$ cat src/rtl/mcg_pkg.sv
// Package for the month calendar generator.
// Holds the command and status structs, the controller state encoding and the
// month tables. Depends on nothing.
`default_nettype none

package mcg_pkg;

   localparam int MonthWidth = 4;
   localparam int YearWidth  = 14;
   localparam int DayWidth   = 5;
   localparam int WdayWidth  = 3;

   // Zeller year: the year moved forward by one Gregorian cycle, less one for January and February.
   localparam int ZyWidth    = 15;
   localparam int CycleYears = 400;
   localparam int Century    = 100;

   // Reciprocal of 100 and its shift, exact for every value below 2**15.
   localparam int Recip100      = 5243;
   localparam int Recip100Shift = 19;
   localparam int QuotWidth     = 8;
   localparam int RemWidth      = 7;

   // The congruence sum stays below 1100, and its reciprocal of 7.
   localparam int SumWidth     = 11;
   localparam int Recip7       = 9363;
   localparam int Recip7Shift  = 16;
   localparam int Week         = 7;
   localparam int LastWeekday  = 6;

   localparam logic [MonthWidth-1:0] MonthFeb = 4'd2;
   localparam logic [MonthWidth-1:0] MonthApr = 4'd4;
   localparam logic [MonthWidth-1:0] MonthJun = 4'd6;
   localparam logic [MonthWidth-1:0] MonthSep = 4'd9;
   localparam logic [MonthWidth-1:0] MonthNov = 4'd11;
   localparam logic [MonthWidth-1:0] MonthDec = 4'd12;

   typedef enum logic [5:0] {
      ST_IDLE  = 6'b000001,
      ST_DIV   = 6'b000010,
      ST_SUM   = 6'b000100,
      ST_MOD   = 6'b001000,
      ST_FIRST = 6'b010000,
      ST_EMIT  = 6'b100000
   } state_type;

   typedef struct packed {
      logic load;
      logic divide;
      logic sum;
      logic modulo;
      logic first;
      logic advance;
   } cmd_type;

   typedef struct packed {
      logic bad;
      logic last;
   } status_type;

   // Month term of the congruence, floor(13 * (zm + 1) / 5), where January and
   // February count as months 13 and 14.
   function automatic logic [5:0] month_term(input logic [MonthWidth-1:0] m);
      logic [5:0] t;
      unique case (m)
         4'd1:    t = 6'd36;
         4'd2:    t = 6'd39;
         4'd3:    t = 6'd10;
         4'd4:    t = 6'd13;
         4'd5:    t = 6'd15;
         4'd6:    t = 6'd18;
         4'd7:    t = 6'd20;
         4'd8:    t = 6'd23;
         4'd9:    t = 6'd26;
         4'd10:   t = 6'd28;
         4'd11:   t = 6'd31;
         4'd12:   t = 6'd33;
         default: t = 6'd0;
      endcase
      return t;
   endfunction

   function automatic logic [DayWidth-1:0] month_days(input logic [MonthWidth-1:0] m,
                                                      input logic leap);
      logic [DayWidth-1:0] d;
      priority if (m == MonthFeb) begin
         d = leap ? 5'd29 : 5'd28;
      end else if (m == MonthApr || m == MonthJun || m == MonthSep || m == MonthNov) begin
         d = 5'd30;
      end else begin
         d = 5'd31;
      end
      return d;
   endfunction

endpackage

`default_nettype wire

$ cat src/rtl/month_calendar_generator_top.sv
// Top level of the month calendar generator.
// Instantiates mcg_ctrl and mcg_datapath; depends on mcg_pkg.
//
// Usage:
// A request carries a month (1 = January .. 12 = December) and a Gregorian
// year. It is transferred on a rising edge with req_valid high and req_stall
// low. The block then produces one result transfer per day of the month, in
// order, each with the day number, its weekday (0 = Saturday .. 6 = Friday)
// and the month length; rsp_last_day marks the final day. A month outside
// 1..12 produces a single result with rsp_bad_month and rsp_last_day set and
// all other fields zero.
//
// Sequence: the steps from the request transfer are: load, divide by 100
// through a reciprocal multiply, form the congruence sum, reduce it modulo 7
// through a second reciprocal multiply, and set up the first day. A bad
// month goes from the divide step straight to its result. Days then follow
// one per cycle while the receiver does not raise rsp_stall; req_stall stays
// high from the request transfer until the last result has been transferred.
// When the receiver raises rsp_stall, the current result holds unchanged.
// Reset returns the controller to idle and drops any run in progress.
`default_nettype none

module month_calendar_generator_top (
   input  wire                                clock,
   input  wire                                reset,
   input  wire                                req_valid,
   output logic                               req_stall,
   input  wire  [mcg_pkg::MonthWidth-1:0]     req_month,
   input  wire  [mcg_pkg::YearWidth-1:0]      req_year,
   output logic                               rsp_valid,
   input  wire                                rsp_stall,
   output logic [mcg_pkg::DayWidth-1:0]       rsp_day_of_month,
   output logic [mcg_pkg::WdayWidth-1:0]      rsp_weekday,
   output logic [mcg_pkg::DayWidth-1:0]       rsp_month_length,
   output logic                               rsp_last_day,
   output logic                               rsp_bad_month
);

   mcg_pkg::cmd_type    cmd;
   mcg_pkg::status_type status;

   // The controller owns both handshakes; the datapath only sees commands.
   mcg_ctrl u_ctrl (
      .clock     (clock),
      .reset     (reset),
      .req_valid (req_valid),
      .req_stall (req_stall),
      .rsp_valid (rsp_valid),
      .rsp_stall (rsp_stall),
      .status    (status),
      .cmd       (cmd)
   );

   // The datapath registers drive the result fields directly, so a stalled
   // result holds until the controller issues the next advance.
   mcg_datapath u_datapath (
      .clock     (clock),
      .cmd       (cmd),
      .status    (status),
      .req_month (req_month),
      .req_year  (req_year),
      .day       (rsp_day_of_month),
      .weekday   (rsp_weekday),
      .length    (rsp_month_length),
      .bad       (rsp_bad_month)
   );

   // The last day is reached when the day counter meets the month length; an
   // error result has both at zero.
   assign rsp_last_day = status.last;

endmodule

`default_nettype wire

$ cat src/rtl/mcg_datapath.sv
// Datapath of the month calendar generator: request registers, the congruence
// arithmetic and the day counter that feeds the result ports.
// Depends on mcg_pkg.
`default_nettype none

module mcg_datapath (
   input  wire                                 clock,
   input  mcg_pkg::cmd_type                    cmd,
   output mcg_pkg::status_type                 status,
   input  wire  [mcg_pkg::MonthWidth-1:0]      req_month,
   input  wire  [mcg_pkg::YearWidth-1:0]       req_year,
   output logic [mcg_pkg::DayWidth-1:0]        day,
   output logic [mcg_pkg::WdayWidth-1:0]       weekday,
   output logic [mcg_pkg::DayWidth-1:0]        length,
   output logic                                bad
);

   localparam int ProdWidth = mcg_pkg::ZyWidth + 13;
   localparam int Prod7     = mcg_pkg::SumWidth + 14;

   logic [mcg_pkg::MonthWidth-1:0] month_ff;
   logic [mcg_pkg::YearWidth-1:0]  year_ff;
   logic [mcg_pkg::ZyWidth-1:0]    zy_ff, zy_in;
   logic [mcg_pkg::QuotWidth-1:0]  j_ff, yh_ff;
   logic [mcg_pkg::SumWidth-1:0]   sum_ff, sum_in;
   logic [mcg_pkg::QuotWidth-1:0]  q_ff;
   logic [mcg_pkg::DayWidth-1:0]   day_ff, len_ff;
   logic [mcg_pkg::WdayWidth-1:0]  wd_ff;
   logic                           bad_ff, bad_in;

   logic [ProdWidth-1:0]          zy_prod, y_prod;
   logic [Prod7-1:0]              s_prod;
   logic [mcg_pkg::ZyWidth-1:0]   k_full, yr_full;
   logic [mcg_pkg::RemWidth-1:0]  k, yr;
   logic                          leap;
   logic [mcg_pkg::SumWidth-1:0]  wd_full;

   assign bad_in = (req_month == '0) || (req_month > mcg_pkg::MonthDec);
   assign zy_in  = {1'b0, req_year} + mcg_pkg::ZyWidth'(mcg_pkg::CycleYears)
                   - mcg_pkg::ZyWidth'(req_month <= mcg_pkg::MonthFeb);

   assign zy_prod = ProdWidth'(zy_ff) * ProdWidth'(mcg_pkg::Recip100);
   assign y_prod  = ProdWidth'(year_ff) * ProdWidth'(mcg_pkg::Recip100);

   // Remainders by 100 from the registered quotients.
   assign k_full  = zy_ff - mcg_pkg::ZyWidth'(j_ff) * mcg_pkg::ZyWidth'(mcg_pkg::Century);
   assign yr_full = {1'b0, year_ff}
                    - mcg_pkg::ZyWidth'(yh_ff) * mcg_pkg::ZyWidth'(mcg_pkg::Century);
   assign k  = k_full[mcg_pkg::RemWidth-1:0];
   assign yr = yr_full[mcg_pkg::RemWidth-1:0];

   // Divisible by 4 but not by 100, or divisible by 400.
   assign leap = ((year_ff[1:0] == 2'b00) && (yr != '0))
                 || ((yr == '0) && (yh_ff[1:0] == 2'b00));

   assign sum_in = mcg_pkg::SumWidth'(1)
                   + mcg_pkg::SumWidth'(mcg_pkg::month_term(month_ff))
                   + mcg_pkg::SumWidth'(k) + mcg_pkg::SumWidth'(k >> 2)
                   + mcg_pkg::SumWidth'(j_ff >> 2)
                   + mcg_pkg::SumWidth'(j_ff) * mcg_pkg::SumWidth'(5);

   assign s_prod  = Prod7'(sum_ff) * Prod7'(mcg_pkg::Recip7);
   assign wd_full = sum_ff - mcg_pkg::SumWidth'(q_ff) * mcg_pkg::SumWidth'(mcg_pkg::Week);

   always_ff @(posedge clock) begin
      if (cmd.load) begin
         month_ff <= req_month;
         year_ff  <= req_year;
         zy_ff    <= zy_in;
         bad_ff   <= bad_in;
         // An error result carries zeros and is its own last result.
         day_ff   <= '0;
         wd_ff    <= '0;
         len_ff   <= '0;
      end
      if (cmd.divide) begin
         j_ff  <= zy_prod[mcg_pkg::Recip100Shift +: mcg_pkg::QuotWidth];
         yh_ff <= y_prod[mcg_pkg::Recip100Shift +: mcg_pkg::QuotWidth];
      end
      if (cmd.sum) begin
         sum_ff <= sum_in;
         len_ff <= mcg_pkg::month_days(month_ff, leap);
      end
      if (cmd.modulo) begin
         q_ff <= s_prod[mcg_pkg::Recip7Shift +: mcg_pkg::QuotWidth];
      end
      if (cmd.first) begin
         day_ff <= mcg_pkg::DayWidth'(1);
         wd_ff  <= wd_full[mcg_pkg::WdayWidth-1:0];
      end
      if (cmd.advance) begin
         day_ff <= day_ff + mcg_pkg::DayWidth'(1);
         wd_ff  <= (wd_ff == mcg_pkg::WdayWidth'(mcg_pkg::LastWeekday))
                   ? '0 : wd_ff + mcg_pkg::WdayWidth'(1);
      end
   end

   assign status.bad  = bad_ff;
   assign status.last = (day_ff == len_ff);

   assign day     = day_ff;
   assign weekday = wd_ff;
   assign length  = len_ff;
   assign bad     = bad_ff;

endmodule

`default_nettype wire

$ cat src/rtl/mcg_ctrl.sv
// Controller of the month calendar generator: sequences the arithmetic steps
// and the per-day result transfers. Depends on mcg_pkg.
`default_nettype none

module mcg_ctrl (
   input  wire                   clock,
   input  wire                   reset,
   input  wire                   req_valid,
   output logic                  req_stall,
   output logic                  rsp_valid,
   input  wire                   rsp_stall,
   input  mcg_pkg::status_type   status,
   output mcg_pkg::cmd_type      cmd
);

   mcg_pkg::state_type state_ff, state_in;

   logic take;
   logic give;

   // No request is taken while reset is held, so none can be dropped by it.
   assign req_stall = reset || (state_ff != mcg_pkg::ST_IDLE);
   assign rsp_valid = (state_ff == mcg_pkg::ST_EMIT);
   assign take      = req_valid && !req_stall;
   assign give      = rsp_valid && !rsp_stall;

   always_comb begin
      state_in = state_ff;
      unique case (state_ff)
         mcg_pkg::ST_IDLE:  if (take) state_in = mcg_pkg::ST_DIV;
         mcg_pkg::ST_DIV:   state_in = status.bad ? mcg_pkg::ST_EMIT : mcg_pkg::ST_SUM;
         mcg_pkg::ST_SUM:   state_in = mcg_pkg::ST_MOD;
         mcg_pkg::ST_MOD:   state_in = mcg_pkg::ST_FIRST;
         mcg_pkg::ST_FIRST: state_in = mcg_pkg::ST_EMIT;
         mcg_pkg::ST_EMIT:  if (give && status.last) state_in = mcg_pkg::ST_IDLE;
         default:           state_in = mcg_pkg::ST_IDLE;
      endcase
   end

   always_comb begin
      cmd         = '0;
      cmd.load    = take;
      cmd.divide  = (state_ff == mcg_pkg::ST_DIV);
      cmd.sum     = (state_ff == mcg_pkg::ST_SUM);
      cmd.modulo  = (state_ff == mcg_pkg::ST_MOD);
      cmd.first   = (state_ff == mcg_pkg::ST_FIRST);
      cmd.advance = give && !status.last;
   end

   always_ff @(posedge clock) begin
      if (reset) begin
         state_ff <= mcg_pkg::ST_IDLE;
      end else begin
         state_ff <= state_in;
      end
   end

endmodule

`default_nettype wire
$ cat config.mk
export PLATFORM = sky130hd
export DESIGN_NAME = month_calendar_generator_top
export DESIGN_NICKNAME = d
export VERILOG_FILES = /design/src/rtl/mcg_pkg.sv /design/src/rtl/month_calendar_generator_top.sv /design/src/rtl/mcg_datapath.sv /design/src/rtl/mcg_ctrl.sv
export SDC_FILE = /design/constraint.sdc
export NUM_CORES = 1
export LEC_CHECK = 0
export ABC_AREA = 0
export ABC_CLOCK_PERIOD_IN_PS = 5300
export BUFFER_PORTS_ARGS = -buffer_cell sky130_fd_sc_hd__buf_2
export CAP_MARGIN = 40
export CORE_AREA = 2 2 195 178
export DETAILED_ROUTE_END_ITERATION = 8
export DIE_AREA = 0 0 197 180
export SYNTH_ARGS = -nofsm -noshare
export SYNTH_HDL_FRONTEND = slang
export SYNTH_HIERARCHICAL = 1
export SYNTH_SLANG_ARGS = --single-unit
$ cat constraint.sdc
create_clock -name clock -period 5.3 [get_ports clock]
set_input_delay 0.795 -clock clock [delete_from_list [all_inputs] [get_ports clock]]
set_output_delay 0.795 -clock clock [all_outputs]
set_load 0.01 [all_outputs]
==> results.md <==
- Outcome: finished clean
- First DRT Iteration DRCs: 280
- Port buffer count: 38
- CP Class: register to register
- Sw Share: 47.8%
- Core Area: around 0.033 mm2
- Global-route wire length before repair: ~44000 um
- Worst R2R Start: u_datapath/year_ff[5]
- Clock skew: 0.00575 ns
- Cell chain of the critical path: inv_1 -> fa_1 -> inv_1 -> ha_1 -> fa_1 -> inv_1 -> fa_1 -> fa_1 -> inv_1 -> ha_1 -> and4_1 -> and2_1 -> a311oi_2 -> o31ai_2 -> a221o_1 -> xor2_1
- Root buffer cell: clkbuf_16
- Seq pwr share: 13.0%
- Standard-cell rows: 64
- Area grow syn2layout: 9.06%
- GR met1 Demand/Resource: between 20% and 30%
- Post-Route WL: 24800 um
- Vias: about 8400
- Clock tree buffer depth: 2
- CP required: 5.41 ns
- Drt first pass iters: 5
- Final setup fails: 0
- GRT met3 Usage: 2.57%
- Die Ht: 180 um
- WP depth: 16
- CP Capture Type: register
- CTS tree: yes
- Dominant synthesized flop cell: edfxtp_1
- Seq cells post-synth: 84
- Max rail drop VDD: approximately 0.00059 V
- Comb power frac: 80.3%
- Pin count of the biggest net entering global routing: 42
- Vias in the first global route: 8938
- Relative max-transition margin: a little over two fifths
- Full die area: between 0.03 and 0.04 mm2
- Cells on worst reg2reg path: 16
- Sink Count: 84
- Fraction of layout cells with a size suffix above 1: 7.55%
- Top-count cell post-synth: inv_1
- Mapped cell area: 0.0132 mm2
- Remaining antenna violation count: 0
- P_sw: 0.00432 W
- Final worst slack: between 0.2 and 0.3 ns
- Top cells by area, synth: ha_1 (29%), fa_1 (26%), edfxtp_1 (16%)
- # IOs: 39
- Fmax: 198 MHz
- Count of pins over their slew limit: 0
- Max-Cap Viols: 0
- Worst Path Buf+Inv: 4
- Start point of the critical path: u_datapath/year_ff[5]
- Critical Path AT: 5.16 ns
- CP peak stage delay: 0.55 ns
- Seq/Total Area, Yosys: between 10% and 20%
- PwrDens: 630 mW/mm2
- Number of H-tree levels: 3
- CTS buffer count: 9
- Grt total ovfl: 0
- Hold Fails Final Rpt: 0
- Reg2reg setup slack: about 0.25 ns
- Pre-CTS setup slack: around 0.11 ns
- Post-synthesis cell count: 1238
- Top cell type's share of synthesized area: 28.7%
- GR Util met2: 25.2%
- Largest delay contributor family on the critical path: adder cells
- DP Cell Count: 1714
- Worst Max-Slew Pin Slew: 0.875 ns
- Syn_nets: 1735
- Hold Startpoint: u_datapath/bad
- Leak: 7.42 nW
- Mean Syn Cell Area: between 10 and 15 um2
- Worst skew pair latency: 0.36 ns
- Critical Path Start Type: register
- Share of flip-flops with an asynchronous set or reset: 0%
- Max FO, Critical Path: 5
- Final core occ: 42.9%
- Clock Power Share: roughly 6.7%
- Final HPWL DP: 21800 um
- Finished Layout Cells: about 1700
- Overall power: 0.00905 W
- Final RePlAce weighted congestion: 0.823
- Slowest CP cell: fa_1
- Fill cells: between 3000 and 4000
- Initial antenna violation count: 3
- Vias per inst: 4.80
- Worst hold path class: register to register
- Yosys warnings: 6
- Top Usage Layer GRT: met2
- Netlist cell types: 65
- Total track usage: 15.3%
- Crit path time final: ~5.0 ns
- Routed len/inst: 14.2 um
- Critical R2R Capture: u_datapath/yh_ff[3]
- Largest area contributor in the netlist: ha_1
- Final period util: 95.2%
- DRC: 0
- CTS clk-pin slew, worst paths: 0.06 ns
- CP Capture Point: u_datapath/yh_ff[3]
- Initial Util: between 30 and 40%
- Synth cell count leaders: inv_1 (337), ha_1 (302), fa_1 (173)
- Die Width: 197 um
- Post-synth EDFFs: 72
- Internal power: ~0.0047 W
- Fin nets: 1803
## worst register-to-register path, cell delays in order, from the launching register on
cell and delay, ns:
edfxtp_1 0.45, inv_1 0.16, fa_1 0.54, inv_1 0.05, ha_1 0.22, fa_1 0.55
inv_1 0.05, fa_1 0.46, fa_1 0.54, inv_1 0.05, ha_1 0.31, and4_1 0.23
and2_1 0.17, a311oi_2 0.35, o31ai_2 0.18, a221o_1 0.36, xor2_1 0.14
## repair_timing
item                                    4_1_cts  5_1_grt
resized for setup                             0        5
buffers inserted                              0        9
hold buffers                                  0        0
endpoints found under the setup margin        0        6
## worst min-delay path by stage
stage,end,slack (ns),cells after the start
6_report,u_ctrl/state_ff[2],0.50,1
5_1_grt,u_ctrl/state_ff[2],0.53,1
4_1_cts,u_ctrl/state_ff[2],0.52,1
3_5_place_dp,u_ctrl/state_ff[2],0.50,1
3_3_place_gp,u_ctrl/state_ff[2],0.51,1
2_1_floorplan,u_datapath/sum_ff[0],0.51,1
## logic make-up (layout without fill, tap and decap cells)
logic type	Yosys count	in the layout	share of synthesized area, %
AO/OA/AOI/OAI	135	135	6.93
XOR/XNOR	64	64	4.26
adder cells (fa/ha/maj)	475	475	55.0
buffers and inverters	344	417	9.92
flip-flops	84	84	18.2
multiplexers	7	7	0.532
other	0	1	0
AND/OR/NAND/NOR	129	129	5.13
## final cells by class
cell class	count	area [um2]	share of cell area [%]
multi-input combinational	810	9500	66.1
timing repair buffer	64	380	2.65
clock buffer	11	243	1.69
sequential	84	2400	16.7
antenna	1	2.50	0.0174
tap	429	537	3.74
clock inverter	5	33.8	0.235
inverter	337	1260	8.81
## power by group through the flow
stage | Clock [W] | Combinational, W | Sequential [W]
finish | 0.000605 | 0.00726 | 0.00118
global route | 0.000646 | 0.00859 | 0.00119
CTS | 0.000627 | 0.00706 | 0.00119
detailed placement | 0 | 0.00698 | 0.00120
global placement | 0 | 0.00685 | 0.00120
floorplan | 0 | 0.00550 | 0.00118
## cells in the final DEF (no fill, tap or decap), types with 4 or more instances in the layout
cell type and instances:
or3_1 4, a211oi_1 6, o22ai_1 4, xnor2_1 41, xor2_1 23, or2_2 4
buf_2 40, mux2i_1 7, a21oi_1 33, o21ai_0 20, o21ai_1 4, nand2_1 21
nor2_1 29, edfxtp_1 72, nand3_1 14, buf_4 23, nor2b_1 6, nand4_1 7
inv_1 337, o21a_1 4, o211ai_1 6, clkbuf_16 9, fa_1 173, dfxtp_1 12
nand2b_1 4, a31oi_1 7, a21o_1 15, nor3_1 15, ha_1 301
## sequential cells by signal, indices dropped and copies added (netlist names), named ones only
name and cells:
u_datapath/q_ff 3, u_datapath/sum_ff 11, u_datapath/month_ff 4, u_datapath/yh_ff 5, u_datapath/weekday 3, u_datapath/day 5
u_datapath/bad 1, u_datapath/j_ff 8, u_datapath/zy_ff 15, u_ctrl/state_ff 6, u_datapath/length 3, u_datapath/year_ff 14
## through the flow
| stage | setup TNS (ns) | hold slack, ns | area, um2 |
|---|---|---|---|
| 4_1_cts | 0 | 0.518 | 14300 |
| 2_1_floorplan | 0 | 0.508 | 13200 |
| 3_3_place_gp | 0 | 0.515 | 14000 |
| 3_5_place_dp | 0 | 0.505 | 14000 |
| 6_report | 0 | 0.504 | 14400 |
| 5_1_grt | -0.0221 | 0.534 | 14400 |
## per-layer routing
metal,vias to the layer above,wire length (um)
met5,-,23
met4,4,193
met3,18,752
met2,84,11600
met1,4083,12200
li1,4172,-
Note: power is estimated with default switching activity, not from simulation.
